$ cat config.mk
export PLATFORM = sky130hd
export DESIGN_NAME = preemptive_priority_scheduler
export DESIGN_NICKNAME = d
export VERILOG_FILES = /design/src/hw/rtl/pps_pkg.sv /design/src/hw/rtl/preemptive_priority_scheduler.sv /design/src/hw/rtl/pps_task_mem.sv /design/src/hw/rtl/pps_picker.sv
export SDC_FILE = /design/constraint.sdc
export NUM_CORES = 1
export LEC_CHECK = 0
export ABC_AREA = 0
export BUFFER_PORTS_ARGS = -buffer_cell sky130_fd_sc_hd__buf_2
export CAP_MARGIN = 30
export CELL_PAD_IN_SITES_DETAIL_PLACEMENT = 0
export CELL_PAD_IN_SITES_GLOBAL_PLACEMENT = 1
export CORE_MARGIN = 1
export CORE_UTILIZATION = 60
export CTS_BUF_LIST = sky130_fd_sc_hd__clkbuf_8
export CTS_CLUSTER_DIAMETER = 60
export DETAILED_ROUTE_END_ITERATION = 10
export GPL_TIMING_DRIVEN = 0
export HOLD_SLACK_MARGIN = 0.06
export PLACE_DENSITY_LB_ADDON = 0.1
export SETUP_SLACK_MARGIN = 0.5
export SLEW_MARGIN = 20
export SYNTH_ARGS = -nofsm -noshare
export SYNTH_HDL_FRONTEND = slang
export SYNTH_SLANG_ARGS = --single-unit
$ cat constraint.sdc
create_clock -name clk -period 11.35 [get_ports clk]
set_clock_uncertainty 0.2 [all_clocks]
set_input_delay 2.27 -clock clk [delete_from_list [all_inputs] [get_ports clk]]
set_output_delay 2.27 -clock clk [all_outputs]
set_load 0.03 [all_outputs]
$ cat src/hw/rtl/pps_pkg.sv
package pps_pkg;

  // defaults for the top-level parameters
  localparam int NUM_SLOTS_DEF     = 16;
  localparam int TIME_BITS_DEF     = 16;
  localparam int PRIORITY_BITS_DEF = 3;

  // work units per task, fixed by the load word format
  localparam int BURST_BITS = 8;

  // in_tuser codes
  typedef enum logic {
    OP_LOAD = 1'b0,
    OP_TICK = 1'b1
  } op_t;

  // control from the sequencer to the picker
  typedef struct packed {
    logic clear;   // start of a new scan
    logic sample;  // read data from the task memory is valid this cycle
  } pick_ctl_t;

  // width rounded up to whole bytes
  function automatic int byte_round(input int w);
    return ((w + 7) / 8) * 8;
  endfunction

endpackage

$ cat src/hw/rtl/preemptive_priority_scheduler.sv
// Preemptive priority scheduler.
// Input stream (in_*): one word per command. in_tuser selects the command:
// load writes a task slot (arrival, burst, priority), tick runs one time step.
// Loads give no result and are taken one per cycle while the block is idle.
// Result stream (out_*): one word per tick, naming the tick, the slot that ran
// and, when that task finished, its completion, turnaround and waiting times.
// Steps: a tick scans the task memory one slot per cycle through its single
// read port, then does the turnaround subtract and memory write-back in the
// calc state, and forms the result in the out state, which waits for a free
// output register.
// The output register holds a result while the next command is accepted; a
// stalled receiver only holds back the end of the following tick.
// Reset (rst_n low, synchronous) empties every slot at once and zeroes the
// tick counter; the block is ready as soon as reset is released.
// The tick counter saturates at all ones.
module preemptive_priority_scheduler #(
  parameter int NUM_SLOTS     = pps_pkg::NUM_SLOTS_DEF,
  parameter int TIME_BITS     = pps_pkg::TIME_BITS_DEF,
  parameter int PRIORITY_BITS = pps_pkg::PRIORITY_BITS_DEF,
  localparam int SLOT_BITS    = $clog2(NUM_SLOTS),
  localparam int IN_DATA_W    = pps_pkg::byte_round(SLOT_BITS + TIME_BITS
                                  + pps_pkg::BURST_BITS + PRIORITY_BITS),
  localparam int OUT_DATA_W   = pps_pkg::byte_round(4 * TIME_BITS + SLOT_BITS)
) (
  input  logic                  clk,
  input  logic                  rst_n,
  input  logic                  in_tvalid,
  output logic                  in_tready,
  // low to high: slot, arrival, burst, priority_req
  input  logic [IN_DATA_W-1:0]  in_tdata,
  // operation
  input  logic                  in_tuser,
  output logic                  out_tvalid,
  input  logic                  out_tready,
  // low to high: tick_time, ran_slot, completion, turnaround, waiting
  output logic [OUT_DATA_W-1:0] out_tdata,
  // low to high: ran_valid, finished
  output logic [1:0]            out_tuser
);

  localparam int BB    = pps_pkg::BURST_BITS;
  localparam int CNT_W = $clog2(NUM_SLOTS + 1);
  localparam logic [TIME_BITS-1:0] TIME_MAX = '1;

  typedef enum logic [3:0] {
    ST_IDLE = 4'b0001,
    ST_SCAN = 4'b0010,
    ST_CALC = 4'b0100,
    ST_OUT  = 4'b1000
  } state_t;

  state_t state_r, state_nxt;

  // input word fields
  logic [SLOT_BITS-1:0]     in_slot;
  logic [TIME_BITS-1:0]     in_arrival;
  logic [BB-1:0]            in_burst;
  logic [PRIORITY_BITS-1:0] in_prio;
  logic                     in_acc;

  assign in_slot    = in_tdata[SLOT_BITS-1:0];
  assign in_arrival = in_tdata[SLOT_BITS +: TIME_BITS];
  assign in_burst   = in_tdata[SLOT_BITS + TIME_BITS +: BB];
  assign in_prio    = in_tdata[SLOT_BITS + TIME_BITS + BB +: PRIORITY_BITS];
  assign in_acc     = in_tvalid && in_tready;
  assign in_tready  = (state_r == ST_IDLE);

  // time and scan bookkeeping
  logic [TIME_BITS-1:0] tick_r, tick_nxt;
  logic [TIME_BITS-1:0] comp_r, comp_nxt;   // tick + 1, saturated
  logic [TIME_BITS-1:0] turn_r, turn_nxt;
  logic [CNT_W-1:0]     cnt_r, cnt_nxt;
  logic                 pend_r, pend_nxt;   // a read is returning this cycle
  logic [SLOT_BITS-1:0] pend_idx_r, pend_idx_nxt;
  logic                 issue;

  assign issue = (state_r == ST_SCAN) && (cnt_r < CNT_W'(NUM_SLOTS));

  // memory port signals
  logic                     mem_wr_en;
  logic [SLOT_BITS-1:0]     mem_wr_addr;
  logic [TIME_BITS-1:0]     mem_wr_arrival;
  logic [BB-1:0]            mem_wr_rem;
  logic [BB-1:0]            mem_wr_orig;
  logic [PRIORITY_BITS-1:0] mem_wr_prio;
  logic [TIME_BITS-1:0]     rd_arrival;
  logic [BB-1:0]            rd_rem;
  logic [BB-1:0]            rd_orig;
  logic [PRIORITY_BITS-1:0] rd_prio;

  // picker results
  pps_pkg::pick_ctl_t       pick_ctl;
  logic                     found;
  logic [SLOT_BITS-1:0]     best_idx;
  logic [TIME_BITS-1:0]     best_arrival;
  logic [BB-1:0]            best_rem;
  logic [BB-1:0]            best_orig;
  logic [PRIORITY_BITS-1:0] best_prio;
  logic                     finished;

  assign finished = found && (best_rem == BB'(1));

  assign pick_ctl.clear  = in_acc && (in_tuser == pps_pkg::OP_TICK);
  assign pick_ctl.sample = pend_r;

  // output register
  logic                  out_valid_r, out_valid_nxt;
  logic [OUT_DATA_W-1:0] out_data_r, out_data_nxt;
  logic [1:0]            out_user_r, out_user_nxt;
  logic                  out_free;
  logic [TIME_BITS-1:0]  wait_val;

  assign out_free = !out_valid_r || out_tready;
  // waiting floors at zero once time has saturated
  assign wait_val = (turn_r >= TIME_BITS'(best_orig)) ? (turn_r - TIME_BITS'(best_orig)) : '0;

  always_comb begin
    state_nxt     = state_r;
    tick_nxt      = tick_r;
    comp_nxt      = comp_r;
    turn_nxt      = turn_r;
    cnt_nxt       = cnt_r;
    pend_nxt      = issue;
    pend_idx_nxt  = cnt_r[SLOT_BITS-1:0];
    out_valid_nxt = out_valid_r && !out_tready;
    out_data_nxt  = out_data_r;
    out_user_nxt  = out_user_r;

    mem_wr_en      = 1'b0;
    mem_wr_addr    = in_slot;
    mem_wr_arrival = in_arrival;
    mem_wr_rem     = in_burst;
    mem_wr_orig    = in_burst;
    mem_wr_prio    = in_prio;

    case (state_r)
      ST_IDLE: begin
        if (in_acc) begin
          if (in_tuser == pps_pkg::OP_LOAD) begin
            // out-of-range slots are dropped
            mem_wr_en = (CNT_W'(in_slot) < CNT_W'(NUM_SLOTS));
          end else begin
            cnt_nxt   = '0;
            comp_nxt  = (tick_r == TIME_MAX) ? TIME_MAX : tick_r + TIME_BITS'(1);
            state_nxt = ST_SCAN;
          end
        end
      end
      ST_SCAN: begin
        if (issue) begin
          cnt_nxt = cnt_r + CNT_W'(1);
        end else begin
          // last read returns this cycle, picker settles at the edge
          state_nxt = ST_CALC;
        end
      end
      ST_CALC: begin
        turn_nxt       = comp_r - best_arrival;
        mem_wr_en      = found;
        mem_wr_addr    = best_idx;
        mem_wr_arrival = best_arrival;
        mem_wr_rem     = best_rem - BB'(1);
        mem_wr_orig    = best_orig;
        mem_wr_prio    = best_prio;
        state_nxt      = ST_OUT;
      end
      ST_OUT: begin
        if (out_free) begin
          out_valid_nxt = 1'b1;
          out_data_nxt  = '0;
          out_data_nxt[TIME_BITS-1:0] = tick_r;
          if (found) begin
            out_data_nxt[TIME_BITS +: SLOT_BITS] = best_idx;
          end
          if (finished) begin
            out_data_nxt[TIME_BITS + SLOT_BITS +: TIME_BITS]         = comp_r;
            out_data_nxt[2 * TIME_BITS + SLOT_BITS +: TIME_BITS]     = turn_r;
            out_data_nxt[3 * TIME_BITS + SLOT_BITS +: TIME_BITS]     = wait_val;
          end
          out_user_nxt = {finished, found};
          tick_nxt     = comp_r;
          state_nxt    = ST_IDLE;
        end
      end
      default: begin
        state_nxt = ST_IDLE;
      end
    endcase
  end

  always_ff @(posedge clk) begin
    if (!rst_n) begin
      state_r     <= ST_IDLE;
      tick_r      <= '0;
      cnt_r       <= '0;
      pend_r      <= 1'b0;
      out_valid_r <= 1'b0;
    end else begin
      state_r     <= state_nxt;
      tick_r      <= tick_nxt;
      cnt_r       <= cnt_nxt;
      pend_r      <= pend_nxt;
      out_valid_r <= out_valid_nxt;
    end
  end

  always_ff @(posedge clk) begin
    comp_r     <= comp_nxt;
    turn_r     <= turn_nxt;
    pend_idx_r <= pend_idx_nxt;
    out_data_r <= out_data_nxt;
    out_user_r <= out_user_nxt;
  end

  assign out_tvalid = out_valid_r;
  assign out_tdata  = out_data_r;
  assign out_tuser  = out_user_r;

  pps_task_mem #(
    .NUM_SLOTS     (NUM_SLOTS),
    .TIME_BITS     (TIME_BITS),
    .PRIORITY_BITS (PRIORITY_BITS)
  ) u_mem (
    .clk          (clk),
    .rst_n        (rst_n),
    .wr_en        (mem_wr_en),
    .wr_addr      (mem_wr_addr),
    .wr_arrival   (mem_wr_arrival),
    .wr_remaining (mem_wr_rem),
    .wr_orig      (mem_wr_orig),
    .wr_prio      (mem_wr_prio),
    .rd_en        (issue),
    .rd_addr      (cnt_r[SLOT_BITS-1:0]),
    .rd_arrival   (rd_arrival),
    .rd_remaining (rd_rem),
    .rd_orig      (rd_orig),
    .rd_prio      (rd_prio)
  );

  pps_picker #(
    .NUM_SLOTS     (NUM_SLOTS),
    .TIME_BITS     (TIME_BITS),
    .PRIORITY_BITS (PRIORITY_BITS)
  ) u_picker (
    .clk            (clk),
    .rst_n          (rst_n),
    .ctl            (pick_ctl),
    .now            (tick_r),
    .idx            (pend_idx_r),
    .arrival        (rd_arrival),
    .remaining      (rd_rem),
    .orig           (rd_orig),
    .prio           (rd_prio),
    .found          (found),
    .best_idx       (best_idx),
    .best_arrival   (best_arrival),
    .best_remaining (best_rem),
    .best_orig      (best_orig),
    .best_prio      (best_prio)
  );

  // no write may land in the memory while a scan is reading it
  a_no_write_in_scan: assert property (@(posedge clk) disable iff (!rst_n)
    (state_r == ST_SCAN) |-> !mem_wr_en)
    else $error("task memory written during scan");

  // a finished task must also have run
  a_finish_implies_ran: assert property (@(posedge clk) disable iff (!rst_n)
    out_valid_r |-> (out_user_r[0] || !out_user_r[1]))
    else $error("finished flag without a running slot");

  // time never goes backward
  a_tick_monotonic: assert property (@(posedge clk) disable iff (!rst_n)
    rst_n |=> (tick_r >= $past(tick_r)))
    else $error("tick counter went backward");

  // scan counter stays within the table
  a_cnt_bound: assert property (@(posedge clk) disable iff (!rst_n)
    cnt_r <= CNT_W'(NUM_SLOTS))
    else $error("scan counter ran past the table");

endmodule

$ cat src/hw/rtl/pps_task_mem.sv
module pps_task_mem #(
  parameter int NUM_SLOTS     = pps_pkg::NUM_SLOTS_DEF,
  parameter int TIME_BITS     = pps_pkg::TIME_BITS_DEF,
  parameter int PRIORITY_BITS = pps_pkg::PRIORITY_BITS_DEF,
  localparam int SLOT_BITS    = $clog2(NUM_SLOTS)
) (
  input  logic                     clk,
  input  logic                     rst_n,
  input  logic                     wr_en,
  input  logic [SLOT_BITS-1:0]     wr_addr,
  input  logic [TIME_BITS-1:0]     wr_arrival,
  input  logic [pps_pkg::BURST_BITS-1:0] wr_remaining,
  input  logic [pps_pkg::BURST_BITS-1:0] wr_orig,
  input  logic [PRIORITY_BITS-1:0] wr_prio,
  input  logic                     rd_en,
  input  logic [SLOT_BITS-1:0]     rd_addr,
  output logic [TIME_BITS-1:0]     rd_arrival,
  output logic [pps_pkg::BURST_BITS-1:0] rd_remaining,
  output logic [pps_pkg::BURST_BITS-1:0] rd_orig,
  output logic [PRIORITY_BITS-1:0] rd_prio
);

  localparam int BB      = pps_pkg::BURST_BITS;
  localparam int ENTRY_W = TIME_BITS + 2 * BB + PRIORITY_BITS;

  // entry: {prio, orig, remaining, arrival}
  logic [ENTRY_W-1:0]   mem [NUM_SLOTS];
  logic [NUM_SLOTS-1:0] valid_r;
  logic [ENTRY_W-1:0]   rd_data_r;
  logic                 rd_valid_r;

  always_ff @(posedge clk) begin
    if (wr_en) begin
      mem[wr_addr] <= {wr_prio, wr_orig, wr_remaining, wr_arrival};
    end
    if (rd_en) begin
      rd_data_r <= mem[rd_addr];
    end
  end

  // a slot never written reads as all zero (empty)
  always_ff @(posedge clk) begin
    if (!rst_n) begin
      valid_r    <= '0;
      rd_valid_r <= 1'b0;
    end else begin
      if (wr_en) begin
        valid_r[wr_addr] <= 1'b1;
      end
      if (rd_en) begin
        rd_valid_r <= valid_r[rd_addr];
      end
    end
  end

  assign rd_arrival   = rd_valid_r ? rd_data_r[TIME_BITS-1:0] : '0;
  assign rd_remaining = rd_valid_r ? rd_data_r[TIME_BITS +: BB] : '0;
  assign rd_orig      = rd_valid_r ? rd_data_r[TIME_BITS + BB +: BB] : '0;
  assign rd_prio      = rd_valid_r ? rd_data_r[TIME_BITS + 2 * BB +: PRIORITY_BITS] : '0;

endmodule

$ cat src/hw/rtl/pps_picker.sv
module pps_picker #(
  parameter int NUM_SLOTS     = pps_pkg::NUM_SLOTS_DEF,
  parameter int TIME_BITS     = pps_pkg::TIME_BITS_DEF,
  parameter int PRIORITY_BITS = pps_pkg::PRIORITY_BITS_DEF,
  localparam int SLOT_BITS    = $clog2(NUM_SLOTS)
) (
  input  logic                     clk,
  input  logic                     rst_n,
  input  pps_pkg::pick_ctl_t       ctl,
  input  logic [TIME_BITS-1:0]     now,
  input  logic [SLOT_BITS-1:0]     idx,
  input  logic [TIME_BITS-1:0]     arrival,
  input  logic [pps_pkg::BURST_BITS-1:0] remaining,
  input  logic [pps_pkg::BURST_BITS-1:0] orig,
  input  logic [PRIORITY_BITS-1:0] prio,
  output logic                     found,
  output logic [SLOT_BITS-1:0]     best_idx,
  output logic [TIME_BITS-1:0]     best_arrival,
  output logic [pps_pkg::BURST_BITS-1:0] best_remaining,
  output logic [pps_pkg::BURST_BITS-1:0] best_orig,
  output logic [PRIORITY_BITS-1:0] best_prio
);

  logic                     found_r;
  logic [PRIORITY_BITS-1:0] best_prio_r;
  logic [SLOT_BITS-1:0]     best_idx_r;
  logic [TIME_BITS-1:0]     best_arrival_r;
  logic [pps_pkg::BURST_BITS-1:0] best_rem_r;
  logic [pps_pkg::BURST_BITS-1:0] best_orig_r;
  logic                     eligible;
  logic                     take;

  // slots arrive in ascending order, so strict less-than keeps the lowest on a tie
  assign eligible = (arrival <= now) && (remaining != '0);
  assign take     = ctl.sample && eligible && (!found_r || (prio < best_prio_r));

  always_ff @(posedge clk) begin
    if (!rst_n) begin
      found_r <= 1'b0;
    end else if (ctl.clear) begin
      found_r <= 1'b0;
    end else if (take) begin
      found_r <= 1'b1;
    end
  end

  always_ff @(posedge clk) begin
    if (take) begin
      best_prio_r    <= prio;
      best_idx_r     <= idx;
      best_arrival_r <= arrival;
      best_rem_r     <= remaining;
      best_orig_r    <= orig;
    end
  end

  assign found          = found_r;
  assign best_idx       = best_idx_r;
  assign best_arrival   = best_arrival_r;
  assign best_remaining = best_rem_r;
  assign best_orig      = best_orig_r;
  assign best_prio      = best_prio_r;

endmodule

## Word level (Yosys, flattened, before mapping)

Memory sizes are Yosys's and may differ from the RTL's. A register that Yosys moved wholly into a read port is not among the register bits.
Index checks and enable logic that the tools add are counted.
W data, S select, Z words.

- Flip-flop bits (word level): 190
- Memory bits (writable): 560
- Input port bits: 37
- Memories kept: 1

Memory list:

| name | words | width | rd ports | clocked after memory_dff | wr ports | line | text |
|---|---|---|---|---|---|---|---|
| u_mem.mem | 16 | 35 | 1 | 1 | 1 | pps_task_mem.sv:27 | `logic [ENTRY_W-1:0] mem [NUM_SLOTS];` |

- $add $sub $neg: 5
- Order comparisons: 7
- Equality and inequality tests: 11
- Mux-type cells: 28
- Bitwise logic cells: 2
- Reductions and logical operators: 22

Operators with widths:

| cell | count |
|---|---|
| $mux W16 | 2 |
| $mux W8 | 3 |
| $mux W4 | 5 |
| $add A16 B1 Y16 const B | 1 |
| $eq A16 B16 Y1 const B | 1 |
| $ge A16 B8 Y1 | 1 |
| $le A16 B16 Y1 | 1 |
| $or A16 B16 Y16 | 1 |
| $pmux W4 S4 | 1 |
| $sub A16 B16 Y16 | 1 |
| $sub A16 B8 Y16 | 1 |
| $mux W5 | 3 |
| $lt A4 B5 Y1 const B | 2 |
| $pmux W5 S2 | 1 |
| $logic_and A1 B1 Y1 | 9 |
| $eq A8 B1 Y1 const B | 1 |
| $mux W1 | 8 |
| $reduce_and A4 Y1 | 2 |
| $reduce_bool A8 Y1 | 1 |
| $sub A8 B1 Y8 const B | 1 |
| $mux W3 | 2 |
| $ne A2 B2 Y1 const B | 3 |
| $add A5 B1 Y5 const B | 1 |
| $lt A5 B5 Y1 const B | 1 |
| 17 further kinds | 22 |

## Logic depth before layout (Yosys ltp)

- Word-level depth: 7
- Mapped depth: 10
- Depth with buffers taken out: 9

## Modules after synthesis

A second synthesis with hierarchy kept.

- Cells, all modules: 1698
- Area total of the unflattened synthesis: 31551.5 µm²

By module, submodules not included:

| module | instances | cells each | area an instance (µm²) |
|---|---|---|---|
| pps_task_mem | 1 | 924 | 23004.6 |
| preemptive_priority_scheduler | 1 | 660 | 6837.8 |
| pps_picker | 1 | 114 | 1709.1 |

## Worst setup path after synthesis

No wires, ideal clock.

- Path type: input -> register
- Start: input out_tready
- End: register out_data_r[0] (netlist: out_tdata[0]), enable pin
- Arrival: 4819 ps
- Data required time: 10689 ps
- Path slack: 5870 ps
- Stages: 4
- Path through: nand2b_1 -> nand2_1 -> clkinv_1 -> buf_1

- Longest elaborated chain between the ends: 2

Ends and longest elaborated chain:

| what | line | text |
|---|---|---|
| start: declaration | preemptive_priority_scheduler.sv:34 | `input logic out_tready,` |
| $logic_or A1 B1 Y1 | preemptive_priority_scheduler.sv:113 | `assign out_free = !out_valid_r \|\| out_tready;` |
| $reduce_and A2 Y1 (no line) | -- |  |
| end signal: assignment | preemptive_priority_scheduler.sv:211 | `out_data_r <= out_data_nxt;` |
| end: declaration | preemptive_priority_scheduler.sv:108 | `logic [OUT_DATA_W-1:0] out_data_r, out_data_nxt;` |

No other way between the ends.
A chain may end at the register's enable or synchronous reset.

## Final worst setup path

- Start: register state_r[0]
- End: output in_tready

- Longest elaborated chain between the ends: 1

Ends and longest elaborated chain:

| what | line | text |
|---|---|---|
| start: declaration | preemptive_priority_scheduler.sv:52 | `state_t state_r, state_nxt;` |
| start signal: assignment | preemptive_priority_scheduler.sv:199 | `state_r <= state_nxt;` |
| $eq A4 B1 Y1 | preemptive_priority_scheduler.sv:66 | `assign in_tready = (state_r == ST_IDLE);` |
| end: declaration | preemptive_priority_scheduler.sv:28 | `output logic in_tready,` |

No other way between the ends.

==> run_summary.xml <==
<?xml version="1.0" encoding="UTF-8"?>
<metrics>
  <group name="sta">
    <metric name="slew_worst_pin" unit="ns">1.06</metric>
    <metric name="rsz0062_at_grt" unit="">false</metric>
    <metric name="final_hold_viol_count" unit="">0</metric>
    <metric name="setup_tns" unit="ns">0</metric>
    <metric name="post-route-worst-setup-slack" unit="ns">6.83</metric>
    <metric name="relSlewSlack" unit="">0.297</metric>
    <metric name="achievable-frequency" unit="MHz">221</metric>
    <metric name="finalCriticalPeriod" unit="ns">4.52</metric>
    <metric name="fin_crit_sh" unit="">0.398</metric>
    <metric name="timing.final.max_slew_violations" unit="">0</metric>
    <metric name="timing.final.setup_violations" unit="">0</metric>
  </group>
  <group name="hold_path">
    <metric name="hold_path_depth" unit="">0</metric>
    <metric name="min_path_type" unit="">reg -&gt; reg</metric>
  </group>
  <group name="logic_synthesis">
    <metric name="post_synth_simple_gate_area" unit="">0.0508</metric>
    <metric name="synth.cell_area" unit="mm^2">0.0312</metric>
    <metric name="synth.yosys.warnings" unit="">0</metric>
    <metric name="syn-instance-count" unit="">1656</metric>
    <metric name="ys_top_cells_by_count" unit="">sky130_fd_sc_hd__edfxtp_1, sky130_fd_sc_hd__mux4_2, sky130_fd_sc_hd__nand2_1</metric>
    <metric name="async_set_or_reset_register_ratio_after_synthesis" unit="">0</metric>
    <metric name="synth_most_common_cell" unit="">sky130_fd_sc_hd__edfxtp_1</metric>
    <metric name="ys.flop_type" unit="">sky130_fd_sc_hd__edfxtp_1</metric>
    <metric name="post_synth_xor_area_fraction" unit="">0.00982</metric>
    <metric name="syn_avg_cell_area" unit="um^2">18.9</metric>
    <metric name="dominant_combinational_cell_family_by_area_after_synthesis" unit="">multiplexers</metric>
    <metric name="seq_area_frac_synth" unit="">0.739</metric>
    <metric name="yosys-mux-area-fraction" unit="">0.131</metric>
    <metric name="post_synth_num_cell_types" unit="">61</metric>
    <metric name="compound_gate_portion_of_the_synthesized_area" unit="">0.0340</metric>
    <metric name="synth.top_cells.by_area" unit="">sky130_fd_sc_hd__edfxtp_1, sky130_fd_sc_hd__mux4_2, sky130_fd_sc_hd__dfxtp_1</metric>
    <metric name="synth_top_cell_by_area" unit="">sky130_fd_sc_hd__edfxtp_1</metric>
    <metric name="synth_adder_area_share" unit="">0.0193</metric>
    <metric name="synth.ff_latch_count" unit="">785</metric>
    <metric name="yosysTopAreaCellShare" unit="">0.708</metric>
    <metric name="number_of_synthesized_flops_with_an_enable_pin" unit="">736</metric>
  </group>
  <group name="clocking">
    <metric name="cts.htree.levels" unit="">3</metric>
    <metric name="clock_tree_from_tritoncts" unit="">built</metric>
    <metric name="postCtsHoldBufs" unit="">0</metric>
    <metric name="clkSinkCount" unit="">785</metric>
    <metric name="cts_resized" unit="">0</metric>
    <metric name="clk_latency" unit="ns">0.74</metric>
    <metric name="post-cts-setup-buffer-count" unit="">0</metric>
    <metric name="cts.root.buffer_cell" unit="">sky130_fd_sc_hd__clkbuf_8</metric>
    <metric name="cts_buffer_depth" unit="">3</metric>
    <metric name="path_clk_slew" unit="ns">0.07</metric>
    <metric name="cts-buffers-inserted" unit="">121</metric>
  </group>
  <group name="power">
    <metric name="total_power_divided_by_cell_area" unit="mW/mm^2">152</metric>
    <metric name="netSwitchingPower" unit="W">0.00114</metric>
    <metric name="power_frac_comb" unit="">0.019</metric>
    <metric name="leakage" unit="nW">12.6</metric>
    <metric name="sequentialPowerShare" unit="">0.573</metric>
    <metric name="p_int" unit="W">0.00440</metric>
    <metric name="sw_frac_of_total" unit="">0.206</metric>
    <metric name="ir_drop" unit="mV">0.103</metric>
    <metric name="pwr-share-clk" unit="">0.408</metric>
  </group>
  <group name="grt">
    <metric name="number_of_global_route_vias_before_repair" unit="">16948</metric>
    <metric name="groute.usage.overall" unit="">0.289</metric>
    <metric name="grt_first_pass_wirelength" unit="um">108000</metric>
    <metric name="globalRoute.totalOverflow" unit="">0</metric>
    <metric name="grt_start_max_net_pins" unit="">36</metric>
    <metric name="grt_antenna_before_repair" unit="">1</metric>
  </group>
  <group name="drt">
    <metric name="detailedRoute.firstIterationViolations" unit="">1708</metric>
    <metric name="route.detailed.wl_per_inst" unit="um">27.2</metric>
    <metric name="drt-vias-per-instance" unit="">6.14</metric>
    <metric name="drtAntennaViolNets" unit="">0</metric>
    <metric name="dr_total_vias" unit="">16851</metric>
    <metric name="wirelength" unit="um">74600</metric>
    <metric name="detail_route.drc_violations" unit="">0</metric>
    <metric name="detail_route.first_pass.iterations" unit="">5</metric>
  </group>
  <group name="worst_setup_path">
    <metric name="cp_data_arrival_time" unit="ns">2.05</metric>
    <metric name="timing.critical_path.required" unit="ns">8.88</metric>
    <metric name="crit_type" unit="">reg -&gt; out</metric>
    <metric name="timing.critical_path.to_type" unit="">output port</metric>
    <metric name="crit_path_max_fanout" unit="">6</metric>
    <metric name="critPathLaunchType" unit="">register</metric>
    <metric name="ff2ff_path_depth" unit="">12</metric>
  </group>
  <group name="floorplan">
    <metric name="fp-row-count" unit="">83</metric>
    <metric name="die-height" unit="um">230</metric>
    <metric name="dieArea" unit="mm^2">0.0530</metric>
    <metric name="io_pins" unit="">113</metric>
    <metric name="chipWidth" unit="um">230</metric>
    <metric name="start_util" unit="">0.607</metric>
    <metric name="core_region_area" unit="mm^2">0.0514</metric>
  </group>
  <group name="placed_design">
    <metric name="routability_congestion_estimate_from_global_placement" unit="">0.835</metric>
    <metric name="numPortBuffers" unit="">107</metric>
    <metric name="place_worst_setup_slack" unit="ns">6.59</metric>
    <metric name="placedInstanceArea" unit="mm^2">0.0339</metric>
    <metric name="placed_cells_incl_taps" unit="">2500</metric>
    <metric name="place.detailed.hpwl" unit="um">50600</metric>
  </group>
  <group name="cells_and_area">
    <metric name="drive_above_1_share" unit="">0.270</metric>
    <metric name="final-instance-count-excl-fill" unit="">2746</metric>
    <metric name="area_growth" unit="%">16.7</metric>
    <metric name="final_cell_area" unit="mm^2">0.0364</metric>
    <metric name="finalNetCount" unit="">2049</metric>
  </group>
  <group name="run">
    <metric name="number_of_max_capacitance_violations_reported" unit="">0</metric>
  </group>
  <group name="run_status">
    <metric name="status" unit="">finished, final reports clean</metric>
  </group>
</metrics>
==> cell usage in the layout (no fill, tap or decap), drive strengths merged, types with 9 or more instances in the layout <==
cell / instances
a21boi: 21
dfxtp: 49
o21a: 23
xor2: 14
a21oi: 30
nor2b: 10
a31oi: 9
clkinv: 39
inv: 101
o21ai: 51
mux4: 180
clkbuf: 192
nor2: 48
buf: 194
xnor2: 21
nand3: 10
ha: 45
edfxtp: 736
nand2: 114
nor3: 13
nor4: 11
and2: 66
==> kinds of logic after synthesis <==
logic type,Yosys count
simple gates,315
xor+xnor,35
mux,183
fa+ha+maj,47
other cells,1
flops,785
buf+inv,126
compound gates,164
==> worst max-delay path: stages (launching register included) <==
cell                      delay (ns)
sky130_fd_sc_hd__dfxtp_1        0.40
sky130_fd_sc_hd__nor4b_1        0.60
sky130_fd_sc_hd__buf_2          0.32
==> power groups by stage <==
stage	Sequential [W]	Combinational, W	Clock, W
6_report	0.00317	0.000104	0.00226
2_1_floorplan	0.00323	0.0000500	0
3_3_place_gp	0.00324	0.0000819	0
3_5_place_dp	0.00324	0.0000987	0
5_1_grt	0.00317	0.000111	0.00242
4_1_cts	0.00318	0.0000988	0.00230
==> per-layer routing <==
metal | global-route usage | part of all wire
met5 | 0 | 0
met4 | 0.0875 | 0.025
met3 | 0.0709 | 0.091
met2 | 0.467 | 0.49
met1 | 0.394 | 0.39
==> sequential cells by signal, summed over array words and instances (netlist names), 2 cells and up <==
name	cells
u_picker.best_prio	3
u_mem.valid_r	16
u_picker.best_remaining	8
cnt_r	5
u_picker.best_arrival	16
u_picker.best_idx	4
comp_r	16
state_r	4
u_mem.mem	560
turn_r	16
u_mem.rd_data_r	35
pend_idx_r	4
out_tuser	2
out_tdata	68
tick_r	16
u_picker.best_orig	8
==> final cells by class <==
type | count | area (um^2)
plain buffers | 69 | 287
multi-input cells | 748 | 7800
repair buffers | 183 | 1840
inverters | 57 | 214
well taps | 680 | 851
clock buffers | 134 | 1840
flip-flops and latches | 785 | 23100
fillers | 3231 | 15000
diodes | 1 | 2.50
clock inverters | 89 | 513
==> final timing paths <==
| kind | to | slack (ns) | startpoint |
|---|---|---|---|
| setup / recovery | in_tready | 6.83 | state_r[0]$_SDFFE_PN1P_ |
| setup reg to reg | u_picker.best_arrival[9]$_DFFE_PP_ | 6.95 | u_mem.rd_valid_r$_SDFFE_PN0P_ |
| hold reg to reg | pend_idx_r[3]$_DFF_P_ | 0.19 | cnt_r[3]$_SDFFE_PN0P_ |
| hold / removal | pend_idx_r[3]$_DFF_P_ | 0.19 | cnt_r[3]$_SDFFE_PN0P_ |
==> through the flow <==
stage                     utilization  hold WS (ns)  power, W
after floorplan                     -         0.147   0.00328
after global placement          0.635         0.161   0.00332
after detailed placement        0.659         0.176   0.00333
after CTS                       0.705         0.189   0.00557
after global routing            0.709         0.196   0.00570
final                           0.709         0.192   0.00554
Power figures use the tool's default switching activity.
